`src/rtl/jmsl_pkg.sv`:
```
// Shared types, constants and the marker classifier for the JPEG marker segment locator.
// Depends on nothing; every other file except jmsl_tb_pkg imports it.
package jmsl_pkg;

    // Widths of file offsets and of the per-kind marker counters
    localparam int OFFSET_BITS = 32;
    localparam int COUNT_BITS  = 8;
    localparam int KIND_BITS   = 4;
    localparam int NUM_KINDS   = 1 << KIND_BITS;
    localparam int LEN_BITS    = 16;

    // Byte codes
    localparam logic [7:0] BYTE_FF    = 8'hFF;
    localparam logic [7:0] BYTE_STUFF = 8'h00;

    // Scan header skip register
    localparam logic [7:0] SKIP_RESET = 8'd14;
    localparam logic [7:0] SKIP_MIN   = 8'd2;

    // Register indexes on the configuration port
    localparam logic REG_SCAN_SKIP = 1'b0;

    // Marker kinds
    localparam logic [KIND_BITS-1:0] KIND_SOF     = 4'd0;
    localparam logic [KIND_BITS-1:0] KIND_DHT     = 4'd1;
    localparam logic [KIND_BITS-1:0] KIND_JPG     = 4'd2;
    localparam logic [KIND_BITS-1:0] KIND_DAC     = 4'd3;
    localparam logic [KIND_BITS-1:0] KIND_RST     = 4'd4;
    localparam logic [KIND_BITS-1:0] KIND_SOI     = 4'd5;
    localparam logic [KIND_BITS-1:0] KIND_EOI     = 4'd6;
    localparam logic [KIND_BITS-1:0] KIND_SOS     = 4'd7;
    localparam logic [KIND_BITS-1:0] KIND_APP     = 4'd13;
    localparam logic [KIND_BITS-1:0] KIND_COM     = 4'd14;
    localparam logic [KIND_BITS-1:0] KIND_UNKNOWN = 4'd15;

    // Parse phase, one-hot
    typedef enum logic [4:0] {
        PH_IDLE      = 5'b00001,
        PH_LEN_HI    = 5'b00010,
        PH_LEN_LO    = 5'b00100,
        PH_PAYLOAD   = 5'b01000,
        PH_SCAN_SKIP = 5'b10000
    } t_phase;

    // One input byte with its framing flags
    typedef struct packed {
        logic [7:0] data_byte;
        logic       first_of_file;
        logic       last_of_file;
    } t_item;

    // One located segment or region
    typedef struct packed {
        logic [KIND_BITS-1:0]   segment_kind;
        logic [COUNT_BITS-1:0]  ordinal;
        logic [OFFSET_BITS-1:0] start_offset;
        logic [OFFSET_BITS-1:0] end_offset;
        logic                   bad_length;
    } t_seg_result;

    // Map a marker code to its kind
    function automatic logic [KIND_BITS-1:0] jmsl_classify(input logic [7:0] code);
        logic [KIND_BITS-1:0] kind;
        begin
            case (code) inside
                8'hC4:         kind = KIND_DHT;
                8'hC8:         kind = KIND_JPG;
                8'hCC:         kind = KIND_DAC;
                [8'hC0:8'hCF]: kind = KIND_SOF;
                [8'hD0:8'hD7]: kind = KIND_RST;
                [8'hD8:8'hDF]: kind = KIND_BITS'(code - 8'hD8 + 8'd5);
                [8'hE0:8'hEF]: kind = KIND_APP;
                [8'hF0:8'hFD]: kind = KIND_JPG;
                8'hFE:         kind = KIND_COM;
                default:       kind = KIND_UNKNOWN;
            endcase
            jmsl_classify = kind;
        end
    endfunction

endpackage

```
`src/rtl/jmsl_cfg.sv`:
```
// APB-style register block holding the scan header skip.
// Depends on jmsl_pkg for the register index and reset value.
module jmsl_cfg (
    input  logic        i_clk,
    input  logic        i_rst_n,
    input  logic        i_psel,
    input  logic        i_penable,
    input  logic        i_pwrite,
    input  logic [2:0]  i_paddr,
    input  logic [31:0] i_pwdata,
    output logic [31:0] o_prdata,
    output logic        o_pready,
    output logic [7:0]  o_scan_skip
);
    import jmsl_pkg::*;

    logic [7:0] r_scan_skip;
    logic       wr_en;

    assign o_pready = 1'b1;
    assign wr_en    = i_psel && i_penable && i_pwrite && o_pready;

    // Write the skip register on the access cycle
    always_ff @(posedge i_clk) begin
        if (!i_rst_n) begin
            r_scan_skip <= SKIP_RESET;
        end else if (wr_en && (i_paddr[2] == REG_SCAN_SKIP)) begin
            r_scan_skip <= i_pwdata[7:0];
        end
    end

    // Read back
    assign o_prdata    = (i_paddr[2] == REG_SCAN_SKIP) ? {24'd0, r_scan_skip} : 32'd0;
    assign o_scan_skip = r_scan_skip;

endmodule

```
`src/rtl/jmsl_core.sv`:
```
// Parse state and the per-byte update of the marker locator: one byte per step.
// Depends on jmsl_pkg for types, kinds and the classifier.
module jmsl_core (
    input  logic                  i_clk,
    input  logic                  i_rst_n,
    input  logic                  i_step,
    input  jmsl_pkg::t_item       i_item,
    input  logic [7:0]            i_scan_skip,
    output logic                  o_res_valid,
    output jmsl_pkg::t_seg_result o_res
);
    import jmsl_pkg::*;

    // State registers
    t_phase                 r_phase, n_phase;
    logic                   r_ff, n_ff;
    logic [OFFSET_BITS-1:0] r_offset, n_offset;
    logic [7:0]             r_len_hi, n_len_hi;
    logic [LEN_BITS-1:0]    r_remain, n_remain;
    logic [7:0]             r_skip_left, n_skip_left;
    logic                   r_open, n_open;
    logic [OFFSET_BITS-1:0] r_rstart, n_rstart;
    logic [KIND_BITS-1:0]   r_rkind, n_rkind;
    logic [COUNT_BITS-1:0]  r_rord, n_rord;
    logic [COUNT_BITS-1:0]  r_counts [NUM_KINDS];
    logic [COUNT_BITS-1:0]  n_counts [NUM_KINDS];

    // Per-byte terms
    t_phase                 c_phase;
    logic                   c_ff, c_open, first, last;
    logic [7:0]             d;
    logic [OFFSET_BITS-1:0] c_off, mark_pos;
    logic                   is_marker;
    logic [KIND_BITS-1:0]   mkind;
    logic [COUNT_BITS-1:0]  mord;
    logic [LEN_BITS-1:0]    len_word, plen;
    logic                   len_bad;
    logic [7:0]             skip_eff, skip_init;

    assign d     = i_item.data_byte;
    assign first = i_item.first_of_file;
    assign last  = i_item.last_of_file;

    // A first byte sees cleared state
    assign c_phase = first ? PH_IDLE : r_phase;
    assign c_ff    = first ? 1'b0 : r_ff;
    assign c_open  = first ? 1'b0 : r_open;
    assign c_off   = first ? '0 : r_offset;

    assign mark_pos  = c_off - OFFSET_BITS'(1);
    assign is_marker = c_ff && (d != BYTE_STUFF) && (d != BYTE_FF);
    assign mkind     = jmsl_classify(d);
    assign mord      = first ? '0 : r_counts[mkind];

    assign len_word  = {r_len_hi, d};
    assign len_bad   = (len_word < LEN_BITS'(2));
    assign plen      = len_bad ? '0 : len_word - LEN_BITS'(2);

    assign skip_eff  = (i_scan_skip < SKIP_MIN) ? SKIP_MIN : i_scan_skip;
    assign skip_init = skip_eff - SKIP_MIN;

    // Next state and result for the byte at hand
    always_comb begin
        n_phase     = c_phase;
        n_ff        = c_ff;
        n_offset    = c_off + OFFSET_BITS'(1);
        n_len_hi    = r_len_hi;
        n_remain    = r_remain;
        n_skip_left = r_skip_left;
        n_open      = c_open;
        n_rstart    = r_rstart;
        n_rkind     = r_rkind;
        n_rord      = r_rord;
        for (int i = 0; i < NUM_KINDS; i++) begin
            n_counts[i] = first ? '0 : r_counts[i];
        end
        o_res_valid = 1'b0;
        o_res       = '0;

        case (c_phase)
            PH_LEN_HI: begin
                n_len_hi = d;
                n_phase  = PH_LEN_LO;
            end
            PH_LEN_LO: begin
                o_res_valid        = 1'b1;
                o_res.segment_kind = r_rkind;
                o_res.ordinal      = r_rord;
                o_res.start_offset = c_off + OFFSET_BITS'(1);
                o_res.end_offset   = c_off + OFFSET_BITS'(plen);
                o_res.bad_length   = len_bad;
                n_remain           = plen;
                n_phase            = (plen != '0) ? PH_PAYLOAD : PH_IDLE;
            end
            PH_PAYLOAD: begin
                n_remain = (r_remain != '0) ? r_remain - LEN_BITS'(1) : '0;
                if (n_remain == '0) begin
                    n_phase = PH_IDLE;
                end
            end
            PH_SCAN_SKIP: begin
                n_skip_left = (r_skip_left != '0) ? r_skip_left - 8'd1 : 8'd0;
                if (n_skip_left == 8'd0) begin
                    n_phase = PH_IDLE;
                    n_open  = !last;
                end
            end
            default: begin
                n_phase = PH_IDLE;
                if (is_marker) begin
                    if (mord != {COUNT_BITS{1'b1}}) begin
                        n_counts[mkind] = mord + COUNT_BITS'(1);
                    end
                    n_ff = 1'b0;
                    // Close the open region at the byte before the marker
                    if (c_open) begin
                        o_res_valid        = 1'b1;
                        o_res.segment_kind = r_rkind;
                        o_res.ordinal      = r_rord;
                        o_res.start_offset = r_rstart;
                        o_res.end_offset   = c_off - OFFSET_BITS'(2);
                        n_open             = 1'b0;
                    end
                    if ((mkind == KIND_RST) || (mkind == KIND_SOI) || (mkind == KIND_EOI)) begin
                        if (last) begin
                            if (!c_open) begin
                                o_res_valid        = 1'b1;
                                o_res.segment_kind = mkind;
                                o_res.ordinal      = mord;
                                o_res.start_offset = mark_pos;
                                o_res.end_offset   = c_off;
                            end
                        end else begin
                            n_open   = 1'b1;
                            n_rstart = mark_pos;
                            n_rkind  = mkind;
                            n_rord   = mord;
                        end
                    end else if (mkind == KIND_SOS) begin
                        n_rkind     = mkind;
                        n_rord      = mord;
                        n_rstart    = mark_pos + OFFSET_BITS'(skip_eff);
                        n_skip_left = skip_init;
                        if (skip_init == 8'd0) begin
                            n_open = !last;
                        end else begin
                            n_phase = PH_SCAN_SKIP;
                        end
                    end else begin
                        n_rkind = mkind;
                        n_rord  = mord;
                        n_phase = PH_LEN_HI;
                    end
                end else begin
                    n_ff = (d == BYTE_FF);
                end
            end
        endcase

        // End of file: close what is open and return to idle
        if (last) begin
            if (n_open && !o_res_valid) begin
                o_res_valid        = 1'b1;
                o_res.segment_kind = n_rkind;
                o_res.ordinal      = n_rord;
                o_res.start_offset = n_rstart;
                o_res.end_offset   = c_off;
                o_res.bad_length   = 1'b0;
            end
            n_open      = 1'b0;
            n_phase     = PH_IDLE;
            n_ff        = 1'b0;
            n_remain    = '0;
            n_skip_left = 8'd0;
        end
    end

    // Advance state on each step
    always_ff @(posedge i_clk) begin
        if (!i_rst_n) begin
            r_phase     <= PH_IDLE;
            r_ff        <= 1'b0;
            r_offset    <= '0;
            r_len_hi    <= 8'd0;
            r_remain    <= '0;
            r_skip_left <= 8'd0;
            r_open      <= 1'b0;
            r_rstart    <= '0;
            r_rkind     <= '0;
            r_rord      <= '0;
            for (int i = 0; i < NUM_KINDS; i++) begin
                r_counts[i] <= '0;
            end
        end else if (i_step) begin
            r_phase     <= n_phase;
            r_ff        <= n_ff;
            r_offset    <= n_offset;
            r_len_hi    <= n_len_hi;
            r_remain    <= n_remain;
            r_skip_left <= n_skip_left;
            r_open      <= n_open;
            r_rstart    <= n_rstart;
            r_rkind     <= n_rkind;
            r_rord      <= n_rord;
            for (int i = 0; i < NUM_KINDS; i++) begin
                r_counts[i] <= n_counts[i];
            end
        end
    end

    // A region is only open between markers, never inside a length field or skip
    a_open_idle: assert property (@(posedge i_clk) disable iff (!i_rst_n)
        r_open |-> (r_phase == PH_IDLE))
        else $error("region open outside idle phase");

    // A pending FF is only tracked while seeking markers
    a_ff_idle: assert property (@(posedge i_clk) disable iff (!i_rst_n)
        r_ff |-> (r_phase == PH_IDLE))
        else $error("FF pending outside idle phase");

    // The final byte leaves nothing open
    a_last_closes: assert property (@(posedge i_clk) disable iff (!i_rst_n)
        (i_step && last) |=> ((r_phase == PH_IDLE) && !r_open && !r_ff))
        else $error("state left open after last byte");

    // The offset advances by one per byte
    a_offset_step: assert property (@(posedge i_clk) disable iff (!i_rst_n)
        i_step |=> (r_offset == $past(c_off) + OFFSET_BITS'(1)))
        else $error("offset did not advance by one");

endmodule

```
`src/rtl/jpeg_marker_segment_locator.sv`:
```
// Top level of the JPEG marker segment locator: stream ports, input and result registers.
// Depends on jmsl_pkg, jmsl_cfg and jmsl_core.
//
// Feed the file one byte per request on the slave stream, tuser high on the first byte
// and tlast on the final one. The block takes one byte every clock while input ready is
// high: each byte is held in an input register, the parse update and result selection
// run on the held byte, and any located segment or region lands in the result register
// when that byte steps. Input ready drops only while a byte that produces a result
// waits behind an unread result that the master side is stalling.
// Write scan_header_skip over the APB port only while no bytes are in flight.
module jpeg_marker_segment_locator (
    input  logic        i_clk,
    input  logic        i_rst_n,
    // Input byte stream
    input  logic        i_s_axis_tvalid,
    output logic        o_s_axis_tready,
    input  logic [7:0]  i_s_axis_tdata,   // [7:0] data_byte
    input  logic        i_s_axis_tuser,   // [0] first_of_file
    input  logic        i_s_axis_tlast,   // last_of_file
    // Located segments
    output logic        o_m_axis_tvalid,
    input  logic        i_m_axis_tready,
    output logic [79:0] o_m_axis_tdata,   // [3:0] segment_kind, [11:4] ordinal,
                                          // [43:12] start_offset, [75:44] end_offset,
                                          // [79:76] zero
    output logic        o_m_axis_tuser,   // [0] bad_length
    // Configuration
    input  logic        i_psel,
    input  logic        i_penable,
    input  logic        i_pwrite,
    input  logic [2:0]  i_paddr,
    input  logic [31:0] i_pwdata,
    output logic [31:0] o_prdata,
    output logic        o_pready
);
    import jmsl_pkg::*;

    logic        r_in_valid;
    t_item       r_in;
    logic        r_out_valid;
    t_seg_result r_out;

    logic        step, out_free, res_valid;
    t_seg_result res;
    logic [7:0]  scan_skip;

    jmsl_cfg u_cfg (
        .i_clk       (i_clk),
        .i_rst_n     (i_rst_n),
        .i_psel      (i_psel),
        .i_penable   (i_penable),
        .i_pwrite    (i_pwrite),
        .i_paddr     (i_paddr),
        .i_pwdata    (i_pwdata),
        .o_prdata    (o_prdata),
        .o_pready    (o_pready),
        .o_scan_skip (scan_skip)
    );

    jmsl_core u_core (
        .i_clk       (i_clk),
        .i_rst_n     (i_rst_n),
        .i_step      (step),
        .i_item      (r_in),
        .i_scan_skip (scan_skip),
        .o_res_valid (res_valid),
        .o_res       (res)
    );

    // Advance the held byte unless its result has nowhere to go
    assign out_free        = !r_out_valid || i_m_axis_tready;
    assign step            = r_in_valid && (!res_valid || out_free);
    assign o_s_axis_tready = !r_in_valid || step;

    // Input register
    always_ff @(posedge i_clk) begin
        if (!i_rst_n) begin
            r_in_valid <= 1'b0;
        end else if (o_s_axis_tready) begin
            r_in_valid <= i_s_axis_tvalid;
        end
    end

    always_ff @(posedge i_clk) begin
        if (o_s_axis_tready && i_s_axis_tvalid) begin
            r_in.data_byte     <= i_s_axis_tdata;
            r_in.first_of_file <= i_s_axis_tuser;
            r_in.last_of_file  <= i_s_axis_tlast;
        end
    end

    // Result register: load on a producing step, drop once taken
    always_ff @(posedge i_clk) begin
        if (!i_rst_n) begin
            r_out_valid <= 1'b0;
        end else if (step && res_valid) begin
            r_out_valid <= 1'b1;
        end else if (i_m_axis_tready) begin
            r_out_valid <= 1'b0;
        end
    end

    always_ff @(posedge i_clk) begin
        if (step && res_valid) begin
            r_out <= res;
        end
    end

    assign o_m_axis_tvalid = r_out_valid;
    assign o_m_axis_tdata  = {4'd0, r_out.end_offset, r_out.start_offset,
                              r_out.ordinal, r_out.segment_kind};
    assign o_m_axis_tuser  = r_out.bad_length;

    // A held result is never overwritten while the master side stalls
    a_no_overwrite: assert property (@(posedge i_clk) disable iff (!i_rst_n)
        (r_out_valid && !i_m_axis_tready) |-> !(step && res_valid))
        else $error("result overwritten while stalled");

    // A byte that is held and not stepped blocks the input
    a_hold_blocks: assert property (@(posedge i_clk) disable iff (!i_rst_n)
        (r_in_valid && !step) |-> !o_s_axis_tready)
        else $error("input accepted while a byte is held");

    // A stepped byte with a result shows up on the master side next cycle
    a_result_lands: assert property (@(posedge i_clk) disable iff (!i_rst_n)
        (step && res_valid) |=> o_m_axis_tvalid)
        else $error("result lost after step");

endmodule

```
`config.mk`:
```
export PLATFORM = sky130hd
export DESIGN_NAME = jpeg_marker_segment_locator
export DESIGN_NICKNAME = d
export VERILOG_FILES = /design/src/rtl/jmsl_pkg.sv /design/src/rtl/jmsl_cfg.sv /design/src/rtl/jmsl_core.sv /design/src/rtl/jpeg_marker_segment_locator.sv
export SDC_FILE = /design/constraint.sdc
export NUM_CORES = 1
export LEC_CHECK = 0
export ABC_AREA = 1
export ABC_CLOCK_PERIOD_IN_PS = 17600
export BUFFER_PORTS_ARGS = -buffer_cell sky130_fd_sc_hd__clkbuf_2
export CELL_PAD_IN_SITES_DETAIL_PLACEMENT = 1
export CELL_PAD_IN_SITES_GLOBAL_PLACEMENT = 2
export CORE_MARGIN = 2
export CORE_UTILIZATION = 38
export DETAILED_ROUTE_END_ITERATION = 7
export GPL_TIMING_DRIVEN = 0
export PLACE_DENSITY = 0.87
export RECOVER_POWER = 25
export REMOVE_ABC_BUFFERS = 1
export SLEW_MARGIN = 20
export SYNTH_ARGS = -nofsm -noshare
export SYNTH_HDL_FRONTEND = slang
export SYNTH_HIERARCHICAL = 1
export SYNTH_SLANG_ARGS = --single-unit
```
`constraint.sdc`:
```
create_clock -name i_clk -period 17.6 [get_ports i_clk]
set_input_delay 0 -clock i_clk [delete_from_list [all_inputs] [get_ports i_clk]]
set_output_delay 0 -clock i_clk [all_outputs]
set_load 0.01 [all_outputs]
```
Yosys cells after proc, flatten, opt, wreduce, memory -nomap -nowiden
Memories as Yosys holds them, arrays and structs flattened.
Cells that the tools add are included.
Cells by class
  bitwise logic cells: 18
  add/sub/neg operators: 12
  order comparisons: 14
  equal/unequal tests: 17
  reductions and logical operators: 42
  mux-type cells: 120
Operator list (count)
  128-bit two-way mux: 3
  76-bit two-way mux: 5
  8-bit two-way mux: 45
  32-bit two-way mux: 6
  77-bit two-way mux: 2
  76-bit one-hot mux with 2 select lines: 1
  128-bit bitwise mux: 1
  4-bit two-way mux: 13
  16-bit two-way mux: 3
  8-bit == test (second input constant): 5
  8-bit >= comparator (second input constant): 5
  8-bit less-or-equal comparator (second input constant): 5
  5-bit two-way mux: 8
  32-bit by 1-bit adder with 32-bit output (second input constant): 1
  32-bit by 16-bit adder with 32-bit output: 1
  32-bit by 8-bit adder with 32-bit output: 1
  8-bit demux with 4-bit select: 1
  16-bit one-hot mux with 2 select lines: 1
  16-bit nonzero test: 2
  32-bit by 1-bit subtractor with 32-bit output (second input constant): 1
  32-bit by 2-bit subtractor with 32-bit output (second input constant): 1
  1-bit two-way mux: 27
  5-bit one-hot mux with 4 select lines: 1
  4-bit by 3-bit == test with 1-bit output (second input constant): 4
  other kinds (35): 80
Storage, ports and cells
  memories kept: 1
  output and inout bits: 116
  input bits: 52
  register bits after elaboration: 212
  RAM bits: 128
  logic and storage cells: 245
Memory list
  u_core.r_counts: depth 16, width 8, read ports 17, clocked after Yosys merged registers in 0, wr ports 16, line jmsl_core.sv:25  | logic [COUNT_BITS-1:0] r_counts [NUM_KINDS];

Depth between registers and ports, before layout
  word-level depth: 27
  mapped depth: 35
  depth with buffers taken out: 33

Cells and area by module
The synthesis kept the hierarchy.
By module, submodules not included
  jmsl_core: cells each 3440, seq. area each 6145.9 um2, instances 1, area each 21603.2 um2
  jpeg_marker_segment_locator: cells each 111, seq. area each 2652.5 um2, instances 1, area each 2767.7 um2
  jmsl_cfg: cells each 95, seq. area each 160.2 um2, instances 1, area each 646.9 um2

Least setup slack after synthesis
Ideal clock, no wire load.
  kind: reg2reg
  start point: register r_in[1] (netlist name)
  end point: memory u_core.r_counts[0][0] (enable)
  stages on the path, launching flop included: 25
  clock period less this slack: 7.244 ns
  setup slack: 10.356 ns
  required time: 17.057 ns
  buffers on the path: 3
  data arrival time: 6.701 ns
  setup time: 0.543 ns
  cells stage by stage: edfxtp_1 -> buf_6 -> nor2_1 -> inv_1 -> nor2_1 -> inv_1 -> nor4_4 -> inv_2 -> nand2_1 -> nor3_1 -> nand2_2 -> nor2_2 -> inv_2 -> nand2_2 -> inv_2 -> nand2_1 -> inv_1 -> o21ai_0 -> inv_1 -> o21ai_0 -> inv_1 -> clkbuf_1 -> nor2_1 -> inv_1 -> clkbuf_1
RTL lines
  start: declaration: line jpeg_marker_segment_locator.sv:39  | t_item r_in;
  end: declaration: line jmsl_core.sv:25

==> impl_metrics.ini <==
[clock_tree]
worstSkewPairLatency_ps = 590
numCtsBuffers = 44
cts_tree = built
ctsResizeCount = 0
clock-sinks = 340
cts-htree-levels = 2
root_buffer = clkbuf_16
clockBufferDepth = 3
clk_pin_slew_ps = 60

[worst_setup_path]
timing.rr.end = u_core/r_counts[0][7]
r2r_start = r_in[1]
criticalPathCategory = register to register
max_stage_delay_ps = 2530
critPathSlowestCell = clkinvlp_2
crit_path_end_kind = register
path_buf_inv = 14
worstRegToRegCells = 26
critPathRequiredTime_ps = 17810
start_kind = register
crit_path_start = r_in[1]
crit_family = buffers and inverters
timing.reg2reg.setup_slack_ps = 4570
crit_arrival_ps = 13240
cpMostUsedCell = inv_1
cp_max_fo = 98

[final_layout]
area_delta_synth_final_pct = 12.1
regArea_sq_um = 8960
drive_gt1_share_pct = 6.67
diodes = 0
nFillCells = 8475
multi_input_area_sq_um = 13200
fin_area_sq_um = 28100
fin_nets = 3798

[sta]
period_minus_slack_ps = 13030
rsz0062_at_grt = no
finalHoldViolations = 0
slew_headroom_pct = -61.2
tightest_slew_ps = 2400
drv_slew = 135
max_freq_mhz = 76.7
holdWs_ps = 132
fin_setup_tns_ps = 0
finClkSkew_ps = 17.0
post-route-period-util_pct = 74.0
finalSetupViolCount = 0

[floorplan]
start_util_pct = 38.2
io_pins = 168
num_rows = 94
chipWidth_um = 261
die_h_um = 261
dieArea_sq_um = 67900
coreArea_sq_um = 65500

[drt]
postRouteAntennaNets = 0
vias = 25800
wire_per_inst_um = 21.8
drt_wl_total_mm = 100
drc = 0
post_drt_via_cell_ratio = 5.62
drtIter0Drc = 2189
drt-pass1-iter-count = 5

[synthesis]
synth_compound_area_share_pct = 17.8
syn_inst = 3646
synthAdderAreaFrac_pct = 2.31
ys_seq_area_share_pct = 35.8
synth_most_common_cell = nand2_1
netlist_area_sq_um = 25000
synth_commonest_cells = nand2_1, inv_1, nor2_1
synth_flop_cell = edfxtp_1
yosys.area_share.simple_pct = 28.7
yosys-mux-area-fraction_pct = 0
synth_edf_count = 215
synth_top_family_by_area = simple AND/OR/NAND/NOR gates
yosys.area.top_type = edfxtp_1
synthTopCellsByArea = edfxtp_1, nand2_1, dfxtp_1
synth_xor_xnor_area_share_pct = 3.21
ys_types = 70
async_flop_share_pct = 0
avgSynthCellArea_sq_um = 6.86
synth_warnings = 6
synth_top_cell_area_share_pct = 25.8
ys_seq_elements = 340

[grt]
grt_pass1_vias = 25300
grt_max_degree = 99
antenna_found_initial = 1
groute.usage.overall_pct = 29.1
gr-total-overflow = 0
grt_pass1_wl_mm = 153

[pwr]
power_leakage_nw = 12.3
cellPowerDensity_nw_per_um2 = 76.6
peakVddDrop_uv = 54.1

[run_status]
status = finished, violations left
violations = capacitance limit, slew limit

[run]
maxCapViolations = 5

[placement]
io_buffers = 112
post_dp_cell_area_sq_um = 26400
dpl.hpwl_mm = 68.7
routabilityCongestion = 0.955

[worst_hold_path]
min_to = r_in[5]
min_delay_path_depth = 2
hp-start = i_s_axis_tdata[3]
hp-class = input pin to register
cell usage in the layout (no fill, tap or decap), types with 15 or more instances in the layout:
master           n
ha_1            43
nor2_1         440
nor4_1          15
nand3_1        233
o21ai_0        239
inv_2           19
nand4_1         31
o31ai_1         19
nand2_1        800
edfxtp_1       215
a31oi_1         24
a221oi_1        20
xor2_1          76
o21ai_1         48
nand2_2         18
conb_1          29
nor3_1          40
clkbuf_1       101
o22ai_1        111
inv_1          498
a21oi_1        226
clkbuf_16       48
nor2_2          29
clkbuf_2        24
dlygate4sd3_1   37
dfxtp_1        125
layout make-up:
type | count | share of cell area, %
well taps | 864 | 3.85
clock buffers | 60 | 4.69
inverters | 533 | 7.22
clock inverters | 20 | 0.736
repair buffers | 178 | 4.57
flip-flops and latches | 340 | 31.9
multi-input cells | 2604 | 47.0
registers in the layout, summed over array words and instances (netlist names):
| signal | count |
|---|---|
| u_core/r_counts | 128 |
| o_m_axis_tdata | 76 |
| u_core/r_offset | 32 |
| u_core/r_rstart | 32 |
| u_core/r_remain | 16 |
| r_in | 10 |
| u_cfg/o_scan_skip | 8 |
| u_core/r_len_hi | 8 |
| u_core/r_rord | 8 |
| u_core/r_skip_left | 8 |
| u_core/r_phase | 5 |
| u_core/r_rkind | 4 |
| o_m_axis_tuser | 1 |
| o_m_axis_tvalid | 1 |
| r_in_valid | 1 |
| u_core/r_ff | 1 |
| u_core/r_open | 1 |
metal layers:
layer / wire [um] / global-route usage, %
met2: 44400 / 45.6
met1: 46300 / 41.3
met4: 2990 / 8.71
met3: 6760 / 4.22
met5: 0 / 0
worst max path at each step:
stage	slack, ps	depth (start not counted)	endpoint
6_report	4570	26	u_core/r_counts[0][7]
4_1_cts	8950	26	u_core/r_counts[0][7]
2_1_floorplan	1580	21	u_core/r_counts[5][4]
5_1_grt	4250	26	u_core/r_counts[2][5]
3_5_place_dp	8970	26	u_core/r_counts[10][5]
3_3_place_gp	-15340	21	u_core/r_counts[5][6]
power breakdown:
part	internal (mW)	switching [mW]
registers	0.866	0.0146
logic	0.0774	0.224
clock network	0.581	0.386
stage by stage:
stage	power, mW	worst slack [ps]	utilization [%]	cells
finish	2.15	4570	42.8	4599
global route	2.22	4250	42.8	4599
CTS	2.17	8950	43.1	4599
detailed placement	1.19	8970	40.2	4482
global placement	1.18	-15340	39.3	4453
floorplan	1.07	1580	-	3477
cells by family after synthesis:
logic type                 Yosys count
adders and majority gates           45
other                                3
buffers and inverters              728
DFF                                340
AOI/OAI and AO/OA                  775
and+or+nand+nor                   1665
xor gates and xnor gates            90
repair_timing:
action                    in CTS  in global routing
hold endpoints to repair      30                  0
buffers inserted               0                  0
hold buffers                  37                  0
(Power assumes the default switching activity.)
